===== src/design/ebcalu_pkg.sv =====
// Package for the 8-bit CPU ALU: operation codes, flag positions and pipeline stage types.
package ebcalu_pkg;

    localparam int OP_W   = 5;
    localparam int ACC_W  = 16;
    localparam int FLAG_W = 8;

    // flag bit positions
    localparam int FLAG_Z = 7;
    localparam int FLAG_N = 6;
    localparam int FLAG_H = 5;
    localparam int FLAG_C = 4;

    localparam logic [7:0] DAA_LIMIT = 8'h99;
    localparam logic [7:0] DAA_HI    = 8'h60;
    localparam logic [7:0] DAA_LO    = 8'h06;
    localparam logic [3:0] DAA_NIB   = 4'h9;

    typedef enum logic [OP_W-1:0] {
        OP_LD8   = 5'd0,
        OP_LD16  = 5'd1,
        OP_ADD8  = 5'd2,
        OP_ADC8  = 5'd3,
        OP_SUB8  = 5'd4,
        OP_SBC8  = 5'd5,
        OP_INC8  = 5'd6,
        OP_DEC8  = 5'd7,
        OP_ADD16 = 5'd8,
        OP_SUB16 = 5'd9,
        OP_INC16 = 5'd10,
        OP_DEC16 = 5'd11,
        OP_AND   = 5'd12,
        OP_XOR   = 5'd13,
        OP_OR    = 5'd14,
        OP_CP    = 5'd15,
        OP_BIT   = 5'd16,
        OP_SET   = 5'd17,
        OP_RES   = 5'd18,
        OP_CPL   = 5'd19,
        OP_RL    = 5'd20,
        OP_RR    = 5'd21,
        OP_RLC   = 5'd22,
        OP_RRC   = 5'd23,
        OP_SLA   = 5'd24,
        OP_SRA   = 5'd25,
        OP_SRL   = 5'd26,
        OP_DAA   = 5'd27,
        OP_CCF   = 5'd28,
        OP_SCF   = 5'd29,
        OP_SWAP  = 5'd30
    } alu_op_t;

    // where the zero flag comes from
    typedef enum logic [1:0] {
        ZS_BIT,
        ZS_R8,
        ZS_R16
    } zsrc_t;

    typedef struct packed {
        logic z;
        logic n;
        logic h;
        logic c;
    } znhc_t;

    // stage 1: operands and adder outputs
    typedef struct packed {
        alu_op_t            op;
        logic [ACC_W-1:0]   a16;
        logic [ACC_W-1:0]   b16;
        logic [FLAG_W-1:0]  f;
        logic [8:0]         sum8;
        logic               hc8;
        logic [8:0]         dif8;
        logic               hb8;
        logic [16:0]        sum16;
        logic               hc16;
        logic [16:0]        dif16;
        logic [7:0]         daa_k;
        logic               daa_c;
    } s1_t;

    // stage 2: selected result and flag values
    typedef struct packed {
        logic [ACC_W-1:0]   r16;
        logic [FLAG_W-1:0]  f;
        zsrc_t              zsrc;
        logic               zbit;
        znhc_t              val;
        znhc_t              wr;
    } s2_t;

    // stage 3: output word
    typedef struct packed {
        logic [ACC_W-1:0]   acc;
        logic [FLAG_W-1:0]  flags;
    } s3_t;

endpackage


===== src/design/ebcalu_if.sv =====
// Request and response channel interfaces of the 8-bit CPU ALU.
interface ebcalu_req_if;
    import ebcalu_pkg::*;

    logic              valid;
    logic              ready;
    logic [OP_W-1:0]   req_type;
    logic [ACC_W-1:0]  acc_in;
    logic [ACC_W-1:0]  operand_b;
    logic [FLAG_W-1:0] flags_in;

    modport source (output valid, output req_type, output acc_in, output operand_b,
                    output flags_in, input ready);
    modport sink   (input valid, input req_type, input acc_in, input operand_b,
                    input flags_in, output ready);
endinterface

interface ebcalu_rsp_if;
    import ebcalu_pkg::*;

    logic              valid;
    logic              ready;
    logic [ACC_W-1:0]  acc_out;
    logic [FLAG_W-1:0] flags_out;

    modport source (output valid, output acc_out, output flags_out, input ready);
    modport sink   (input valid, input acc_out, input flags_out, output ready);
endinterface


===== src/design/eight_bit_cpu_alu_with_flags_top.sv =====
// 8-bit CPU ALU with Z/N/H/C flags: three-stage pipeline, one word per cycle while the receiver is ready.
//
// A request word (operation, accumulator, second operand, flag byte) gives one
// response word (new accumulator, new flag byte). The response word is registered
// in stage 1, stage 2 and stage 3 in turn; while the receiver is ready, a new
// word is taken every cycle, so throughput is one word per clock. Stage 1 holds
// the 8- and 16-bit adders and subtractors, stage 2 the result and flag selection
// (rotates, logic, DAA correction), stage 3 zero detection and the flag merge into
// the output register. Each stage carries its own valid bit and moves as soon as
// the stage after it is empty or moving, so back-pressure is absorbed without
// losing or repeating a word. Flag bits 3..0 pass through unchanged.
module eight_bit_cpu_alu_with_flags_top
(
    input  logic                clk,
    input  logic                rst_n,
    ebcalu_req_if.sink          req,
    ebcalu_rsp_if.source        rsp
);
    import ebcalu_pkg::*;

    logic  v1_reg, v2_reg, v3_reg;
    s1_t   s1_reg, s1_next;
    s2_t   s2_reg, s2_next;
    s3_t   s3_reg, s3_next;
    logic  en1, en2, en3;

    // stall chain
    assign en3 = !v3_reg || rsp.ready;
    assign en2 = !v2_reg || en3;
    assign en1 = !v1_reg || en2;

    assign req.ready     = en1;
    assign rsp.valid     = v3_reg;
    assign rsp.acc_out   = s3_reg.acc;
    assign rsp.flags_out = s3_reg.flags;

    // ---------------- stage 1: adders ----------------
    alu_op_t     op_a;
    logic [7:0]  a8_a, b8_a, y8_a;
    logic [15:0] y16_a;
    logic        cin_a, ci_a, bi_a, fn_a, fh_a, klo_a, khi_a;
    logic [4:0]  hsum_a, hdif_a;
    logic [12:0] h12_a;

    always_comb
    begin
        op_a  = alu_op_t'(req.req_type);
        a8_a  = req.acc_in[7:0];
        b8_a  = req.operand_b[7:0];
        cin_a = req.flags_in[FLAG_C];
        fn_a  = req.flags_in[FLAG_N];
        fh_a  = req.flags_in[FLAG_H];
        ci_a  = (op_a == OP_ADC8) ? cin_a : 1'b0;
        bi_a  = (op_a == OP_SBC8) ? cin_a : 1'b0;
        y8_a  = (op_a == OP_INC8 || op_a == OP_DEC8) ? 8'd1 : b8_a;
        y16_a = (op_a == OP_INC16 || op_a == OP_DEC16) ? 16'd1 : req.operand_b;

        hsum_a = {1'b0, a8_a[3:0]} + {1'b0, y8_a[3:0]} + {4'd0, ci_a};
        hdif_a = {1'b0, a8_a[3:0]} - {1'b0, y8_a[3:0]} - {4'd0, bi_a};
        h12_a  = {1'b0, req.acc_in[11:0]} + {1'b0, y16_a[11:0]};

        klo_a = fh_a || (!fn_a && (a8_a[3:0] > DAA_NIB));
        khi_a = cin_a || (!fn_a && (a8_a > DAA_LIMIT));

        s1_next.op    = op_a;
        s1_next.a16   = req.acc_in;
        s1_next.b16   = req.operand_b;
        s1_next.f     = req.flags_in;
        s1_next.sum8  = {1'b0, a8_a} + {1'b0, y8_a} + {8'd0, ci_a};
        s1_next.hc8   = hsum_a[4];
        s1_next.dif8  = {1'b0, a8_a} - {1'b0, y8_a} - {8'd0, bi_a};
        s1_next.hb8   = hdif_a[4];
        s1_next.sum16 = {1'b0, req.acc_in} + {1'b0, y16_a};
        s1_next.hc16  = h12_a[12];
        s1_next.dif16 = {1'b0, req.acc_in} - {1'b0, y16_a};
        s1_next.daa_k = (khi_a ? DAA_HI : 8'h00) | (klo_a ? DAA_LO : 8'h00);
        s1_next.daa_c = khi_a;
    end

    // ---------------- stage 2: result select ----------------
    logic [7:0] a8_b, b8_b, mask_b;
    logic       cin_b;

    always_comb
    begin
        a8_b   = s1_reg.a16[7:0];
        b8_b   = s1_reg.b16[7:0];
        cin_b  = s1_reg.f[FLAG_C];
        mask_b = 8'd1 << s1_reg.b16[2:0];

        s2_next.r16  = s1_reg.a16;
        s2_next.f    = s1_reg.f;
        s2_next.zsrc = ZS_R8;
        s2_next.zbit = 1'b0;
        s2_next.val  = '0;
        s2_next.wr   = '0;

        unique case (s1_reg.op)
            OP_LD8:  s2_next.r16 = {8'h00, b8_b};
            OP_LD16: s2_next.r16 = s1_reg.b16;
            OP_ADD8, OP_ADC8, OP_INC8:
            begin
                s2_next.r16   = {8'h00, s1_reg.sum8[7:0]};
                s2_next.val.h = s1_reg.hc8;
                s2_next.val.c = s1_reg.sum8[8];
                s2_next.wr    = '{z: 1'b1, n: 1'b1, h: 1'b1, c: (s1_reg.op != OP_INC8)};
            end
            OP_SUB8, OP_SBC8, OP_DEC8:
            begin
                s2_next.r16   = {8'h00, s1_reg.dif8[7:0]};
                s2_next.val.n = 1'b1;
                s2_next.val.h = s1_reg.hb8;
                s2_next.val.c = s1_reg.dif8[8];
                s2_next.wr    = '{z: 1'b1, n: 1'b1, h: 1'b1, c: (s1_reg.op != OP_DEC8)};
            end
            OP_CP:
            begin
                // zero test on the difference, accumulator kept
                s2_next.zsrc  = ZS_BIT;
                s2_next.zbit  = (s1_reg.dif8[7:0] == 8'h00);
                s2_next.val.n = 1'b1;
                s2_next.val.h = s1_reg.hb8;
                s2_next.val.c = s1_reg.dif8[8];
                s2_next.wr    = '1;
            end
            OP_ADD16:
            begin
                s2_next.r16   = s1_reg.sum16[15:0];
                s2_next.val.h = s1_reg.hc16;
                s2_next.val.c = s1_reg.sum16[16];
                s2_next.wr    = '{z: 1'b0, n: 1'b1, h: 1'b1, c: 1'b1};
            end
            OP_SUB16:
            begin
                s2_next.r16   = s1_reg.dif16[15:0];
                s2_next.zsrc  = ZS_R16;
                s2_next.val.n = 1'b1;
                s2_next.val.h = s1_reg.dif8[8];
                s2_next.val.c = s1_reg.dif16[16];
                s2_next.wr    = '1;
            end
            OP_INC16: s2_next.r16 = s1_reg.sum16[15:0];
            OP_DEC16: s2_next.r16 = s1_reg.dif16[15:0];
            OP_AND:
            begin
                s2_next.r16   = {8'h00, a8_b & b8_b};
                s2_next.val.h = 1'b1;
                s2_next.wr    = '1;
            end
            OP_XOR:
            begin
                s2_next.r16 = {8'h00, a8_b ^ b8_b};
                s2_next.wr  = '1;
            end
            OP_OR:
            begin
                s2_next.r16 = {8'h00, a8_b | b8_b};
                s2_next.wr  = '1;
            end
            OP_BIT:
            begin
                s2_next.zsrc  = ZS_BIT;
                s2_next.zbit  = ((a8_b & mask_b) == 8'h00);
                s2_next.val.h = 1'b1;
                s2_next.wr    = '{z: 1'b1, n: 1'b1, h: 1'b1, c: 1'b0};
            end
            OP_SET:  s2_next.r16 = {8'h00, a8_b | mask_b};
            OP_RES:  s2_next.r16 = {8'h00, a8_b & ~mask_b};
            OP_CPL:
            begin
                s2_next.r16   = {8'h00, ~a8_b};
                s2_next.val.n = 1'b1;
                s2_next.val.h = 1'b1;
                s2_next.wr    = '{z: 1'b0, n: 1'b1, h: 1'b1, c: 1'b0};
            end
            OP_RL:
            begin
                s2_next.r16   = {8'h00, a8_b[6:0], cin_b};
                s2_next.val.c = a8_b[7];
                s2_next.wr    = '1;
            end
            OP_RR:
            begin
                s2_next.r16   = {8'h00, cin_b, a8_b[7:1]};
                s2_next.val.c = a8_b[0];
                s2_next.wr    = '1;
            end
            OP_RLC:
            begin
                s2_next.r16   = {8'h00, a8_b[6:0], a8_b[7]};
                s2_next.val.c = a8_b[7];
                s2_next.wr    = '1;
            end
            OP_RRC:
            begin
                s2_next.r16   = {8'h00, a8_b[0], a8_b[7:1]};
                s2_next.val.c = a8_b[0];
                s2_next.wr    = '1;
            end
            OP_SLA:
            begin
                s2_next.r16   = {8'h00, a8_b[6:0], 1'b0};
                s2_next.val.c = a8_b[7];
                s2_next.wr    = '1;
            end
            OP_SRA:
            begin
                s2_next.r16   = {8'h00, a8_b[7], a8_b[7:1]};
                s2_next.val.c = a8_b[0];
                s2_next.wr    = '1;
            end
            OP_SRL:
            begin
                s2_next.r16   = {8'h00, 1'b0, a8_b[7:1]};
                s2_next.val.c = a8_b[0];
                s2_next.wr    = '1;
            end
            OP_DAA:
            begin
                // N selects subtract or add of the correction
                s2_next.r16   = {8'h00, s1_reg.f[FLAG_N] ? (a8_b - s1_reg.daa_k)
                                                         : (a8_b + s1_reg.daa_k)};
                s2_next.val.n = s1_reg.f[FLAG_N];
                s2_next.val.c = s1_reg.daa_c;
                s2_next.wr    = '1;
            end
            OP_CCF:
            begin
                s2_next.val.c = !cin_b;
                s2_next.wr    = '{z: 1'b0, n: 1'b1, h: 1'b1, c: 1'b1};
            end
            OP_SCF:
            begin
                s2_next.val.c = 1'b1;
                s2_next.wr    = '{z: 1'b0, n: 1'b1, h: 1'b1, c: 1'b1};
            end
            OP_SWAP:
            begin
                s2_next.r16 = {8'h00, a8_b[3:0], a8_b[7:4]};
                s2_next.wr  = '1;
            end
            default:
            begin
                s2_next.r16 = s1_reg.a16;
            end
        endcase
    end

    // ---------------- stage 3: zero flag and merge ----------------
    logic z_c;

    always_comb
    begin
        case (s2_reg.zsrc)
            ZS_R16:  z_c = (s2_reg.r16 == 16'h0000);
            ZS_R8:   z_c = (s2_reg.r16[7:0] == 8'h00);
            default: z_c = s2_reg.zbit;
        endcase

        s3_next.acc   = s2_reg.r16;
        s3_next.flags = s2_reg.f;
        if (s2_reg.wr.z)
        begin
            s3_next.flags[FLAG_Z] = z_c;
        end
        if (s2_reg.wr.n)
        begin
            s3_next.flags[FLAG_N] = s2_reg.val.n;
        end
        if (s2_reg.wr.h)
        begin
            s3_next.flags[FLAG_H] = s2_reg.val.h;
        end
        if (s2_reg.wr.c)
        begin
            s3_next.flags[FLAG_C] = s2_reg.val.c;
        end
    end

    // ---------------- registers ----------------
    always_ff @(posedge clk or negedge rst_n)
    begin
        if (!rst_n)
        begin
            v1_reg <= 1'b0;
            v2_reg <= 1'b0;
            v3_reg <= 1'b0;
        end
        else
        begin
            if (en1)
            begin
                v1_reg <= req.valid;
            end
            if (en2)
            begin
                v2_reg <= v1_reg;
            end
            if (en3)
            begin
                v3_reg <= v2_reg;
            end
        end
    end

    always_ff @(posedge clk)
    begin
        if (en1 && req.valid)
        begin
            s1_reg <= s1_next;
        end
        if (en2 && v1_reg)
        begin
            s2_reg <= s2_next;
        end
        if (en3 && v2_reg)
        begin
            s3_reg <= s3_next;
        end
    end

    // ---------------- assertions ----------------
    a_full_when_stalled: assert property (@(posedge clk) disable iff (!rst_n)
        !req.ready |-> (v1_reg && v2_reg && v3_reg))
        else $error("input stalled with a free pipeline stage");

    a_s1_to_s2: assert property (@(posedge clk) disable iff (!rst_n)
        (v1_reg && en2) |=> (v2_reg && s2_reg.f == $past(s1_reg.f)))
        else $error("stage 1 word lost on its way to stage 2");

    a_s2_to_s3: assert property (@(posedge clk) disable iff (!rst_n)
        (v2_reg && en3) |=> v3_reg)
        else $error("stage 2 word lost on its way to the output");

    a_low_nibble: assert property (@(posedge clk) disable iff (!rst_n)
        (v2_reg && en3) |=> (rsp.flags_out[3:0] == $past(s2_reg.f[3:0])))
        else $error("low flag nibble altered");

endmodule


===== src/flat_wrapper.sv =====
// flat-port wrapper written by rule: the top's interface ports become plain ports
module eight_bit_cpu_alu_with_flags_top_flat import ebcalu_pkg::*;
  (clk, rst_n, req_valid, req_req_type, req_acc_in, req_operand_b, req_flags_in, req_ready, rsp_valid, rsp_acc_out, rsp_flags_out, rsp_ready);
  ebcalu_req_if req_i ();
  ebcalu_rsp_if rsp_i ();
  input  logic clk;
  input  logic rst_n;
  input wire logic [$bits(req_i.valid)-1:0] req_valid;
  input wire logic [$bits(req_i.req_type)-1:0] req_req_type;
  input wire logic [$bits(req_i.acc_in)-1:0] req_acc_in;
  input wire logic [$bits(req_i.operand_b)-1:0] req_operand_b;
  input wire logic [$bits(req_i.flags_in)-1:0] req_flags_in;
  output wire logic [$bits(req_i.ready)-1:0] req_ready;
  output wire logic [$bits(rsp_i.valid)-1:0] rsp_valid;
  output wire logic [$bits(rsp_i.acc_out)-1:0] rsp_acc_out;
  output wire logic [$bits(rsp_i.flags_out)-1:0] rsp_flags_out;
  input wire logic [$bits(rsp_i.ready)-1:0] rsp_ready;
  assign req_i.valid = req_valid;
  assign req_i.req_type = req_req_type;
  assign req_i.acc_in = req_acc_in;
  assign req_i.operand_b = req_operand_b;
  assign req_i.flags_in = req_flags_in;
  assign req_ready = req_i.ready;
  assign rsp_valid = rsp_i.valid;
  assign rsp_acc_out = rsp_i.acc_out;
  assign rsp_flags_out = rsp_i.flags_out;
  assign rsp_i.ready = rsp_ready;
  eight_bit_cpu_alu_with_flags_top u_core (.clk(clk), .rst_n(rst_n), .req(req_i), .rsp(rsp_i));
endmodule

===== config.mk =====
export PLATFORM = sky130hd
export DESIGN_NAME = eight_bit_cpu_alu_with_flags_top_flat
export DESIGN_NICKNAME = d
export VERILOG_FILES = /design/src/design/ebcalu_pkg.sv /design/src/design/ebcalu_if.sv /design/src/design/eight_bit_cpu_alu_with_flags_top.sv /design/src/flat_wrapper.sv
export SDC_FILE = /design/constraint.sdc
export NUM_CORES = 1
export LEC_CHECK = 0
export ABC_AREA = 0
export BUFFER_PORTS_ARGS = -buffer_cell sky130_fd_sc_hd__buf_2
export CAP_MARGIN = 20
export CORE_ASPECT_RATIO = 0.5
export CORE_MARGIN = 10
export CORE_UTILIZATION = 40
export DETAILED_ROUTE_END_ITERATION = 12
export PLACE_DENSITY = 0.65
export SLEW_MARGIN = 20
export SYNTH_ARGS = -nofsm -noshare
export SYNTH_HDL_FRONTEND = slang
export SYNTH_SLANG_ARGS = --single-unit

===== constraint.sdc =====
create_clock -name clk -period 7.4 [get_ports clk]
set_clock_uncertainty 0.15 [all_clocks]
set_input_delay 1.48 -clock clk [delete_from_list [all_inputs] [get_ports clk]]
set_output_delay 1.48 -clock clk [all_outputs]
set_load 0.02 [all_outputs]

==> impl_metrics.json <==
{
  "grt_overflow": 0,
  "cts-htree-levels": 4,
  "yosys_warnings": 0,
  "yosysUniqueCellTypes": 91,
  "antenna_left": 0,
  "crit_path_end_kind": "flop",
  "final_nets": 1086,
  "cts_buffer_depth": 2,
  "fin_setup_tns_ps": 0,
  "hold_viol_final": 0,
  "layoutNonFillerInstCount": 1313,
  "critical_path_arrival_ps": 4510,
  "final_area_um2": 11200,
  "grt_pass1_wl_mm": 43.7,
  "crit_fanout": 16,
  "max_slew_margin_pct": 30.2,
  "finalPower_mw": 2.58,
  "status": "finished clean",
  "netlist_area_um2": 10000,
  "antenna_found_initial": 0,
  "die_h_um": 132,
  "worst_path_max_delay_cell": "nand2_1",
  "postCtsHoldBufs": 0,
  "cts_sinks": 161,
  "final_common_cell": "edfxtp_1",
  "crit_path_start_kind": "primary input",
  "synth_cells": 902,
  "fmax_mhz": 223,
  "post-route-drc-count": 0,
  "io_pins": 75,
  "async_reset_ff_share_pct": 1.86,
  "area_delta_synth_final_pct": 11.7,
  "cts_tree": "yes",
  "slew_viol_final": 0,
  "crit_buf_inv": 1,
  "max-cap-violations": 0,
  "drt-total-wl_mm": 28.1,
  "gp_congestion": 0.940,
  "cts_made_buffers": 17,
  "clock-root-buffer": "clkbuf_16",
  "synth_flop_cell": "edfxtp_1",
  "die_w_um": 244,
  "wl_per_cell_um": 21.4,
  "synth-edff-count": 158,
  "post-dp-hpwl_mm": 21.0,
  "ys_seq_elements": 161,
  "io_buffers": 74,
  "routed-via-count": 7514,
  "gr-usage-all-layers_pct": 17.3,
  "start_util_pct": 41.2,
  "clk_pin_slew_ps": 60,
  "cts.repair.resized": 0,
  "core_um2": 24300,
  "grt_pass1_vias": 7324,
  "post-route-period-util_pct": 60.7,
  "cts_setup_buffers": 0,
  "cp_slowest_stage_delay_ps": 560,
  "critPathKind": "primary input to flop",
  "power_density_nw_per_um2": 231,
  "fillers": 2252,
  "drtIter0Drc": 765,
  "cp_data_required_time_ps": 7420,
  "rows": 40,
  "p_leak_nw": 4.39,
  "setup_viol": 0,
  "insertion_delay_ps": 430,
  "ys_seq_area_share_pct": 48.1,
  "grt_max_degree": 73,
  "hp-class": "flop to flop",
  "worstMarginPinSlew_ps": 1050,
  "period_needed_ps": 4490,
  "syn_nets": 1025,
  "drive_gt1_share_pct": 14.9,
  "dr.pass1.iters": 6,
  "dieArea_um2": 32100,
  "final_cell_mix": "158 x edfxtp_1, 74 x buf_2, 72 x inv_1",
  "critPathTopFamily": "compound AO/OA/AOI/OAI gates",
  "avgViaCountPerCell": 5.72,
  "rsz0062_at_grt": "false",
  "largest_reg_flops": 84,
  "place_inst": 1280,
  "peakVddDrop_uv": 168,
  "hold_ws_ps": 268,
  "dpl_cell_area_um2": 10600,
  "worstPathCellList": "buf_2 -> nor3b_1 -> nand2_1 -> nand2_1 -> ha_1 -> a21o_1 -> a21oi_1 -> a21oi_1 -> o32ai_2 -> o221ai_1 -> xor2_1",
  "postSynthAreaPerCell_um2": 11.1
}
[path summary, 6_finish.rpt]
path	slack, ps	cells past startpoint	startpoint	to
max	2910	11	req_req_type[2]	u_core.s1_reg[22]$_DFFE_PP_
min	270	0	u_core.s1_reg[67]$_DFFE_PP_	u_core.s2_reg[14]$_DFFE_PP_
max reg2reg	4350	6	u_core.s1_reg[108]$_DFFE_PP_	u_core.s2_reg[26]$_DFFE_PP_
min reg2reg	270	0	u_core.s1_reg[67]$_DFFE_PP_	u_core.s2_reg[14]$_DFFE_PP_
max in group asynchronous	6310	1	rst_n	u_core.rsp.valid$_DFFE_PN0P_
min in group asynchronous	680	1	rst_n	u_core.v1_reg$_DFFE_PN0N_
[stage by stage]
step                      utilization (%)  setup WS, ps
after floorplan                         -          2650
after global placement               43.6          2640
after detailed placement             43.6          2560
after CTS                            46.0          3010
after global routing                 46.0          2570
final                                46.0          2910
[area by class of cell]
cell class	count	area [um2]	share of cell area [%]
Sequential cell	161	4820	43.1
Multi-Input combinational cell	629	4680	41.9
Clock buffer	19	433	3.87
Tap cell	336	420	3.76
Timing Repair Buffer	80	415	3.71
Inverter	74	280	2.51
Clock inverter	13	134	1.20
Antenna cell	1	2.50	0.0224
[metal layers]
metal  up-vias  part of all wire (%)  GRT usage, %
met5         -                     0             0
met4         0                   2.3          5.66
met3        41                   6.9          4.41
met2       291                    45          26.5
met1      3669                    46          23.2
li1       3513                     -             -
[logic make-up (layout without fill, tap and decap cells)]
| group | Yosys count | after routing | share of synthesized area [%] |
|---|---|---|---|
| AND/OR/NAND/NOR | 275 | 275 | 15.1 |
| AO/OA/AOI/OAI | 215 | 215 | 15.6 |
| flip-flops | 161 | 161 | 48.1 |
| buffers and inverters | 112 | 186 | 5.17 |
| adder cells (fa/ha/maj) | 74 | 74 | 9.70 |
| XOR/XNOR | 40 | 40 | 3.50 |
| multiplexers | 25 | 25 | 2.80 |
| other | 0 | 1 | 0 |
[report_power, final]
part	switching (mW)	internal, mW	total [mW]
clock	0.364	0.496	0.861
sequential	0.0667	1.14	1.21
combinational	0.318	0.193	0.511
total	0.749	1.83	2.58
[Yosys cell counts (5+ instances only)]
library cell	count	area, um2
o21ai_0	29	145
o21a_1	5	37.5
a31oi_1	11	68.8
fa_1	6	120
buf_4	5	37.5
xor2_1	11	96.3
o211ai_1	7	52.6
a21o_1	12	90.1
nor4_1	10	62.6
nand2_1	49	184
nand2b_1	26	163
o31ai_1	6	45.0
clkbuf_1	12	45.0
mux2i_1	19	190
a211oi_1	6	45.0
nand3_1	19	95.1
buf_6	7	78.8
nor3_1	21	105
ha_1	68	851
nand3b_1	5	37.5
a221o_1	11	110
edfxtp_1	158	4740
nor2b_1	25	156
xnor2_1	29	254
o221ai_1	5	43.8
nor2_1	58	218
o21bai_1	8	60.1
or3_1	7	43.8
and2_1	6	37.5
a221oi_1	8	70.1
nor3b_1	5	37.5
a21oi_1	42	210
buf_2	10	50.1
nand4_1	8	50.1
inv_1	72	270
a22oi_1	8	60.1
Power figures use the tool's default switching activity.
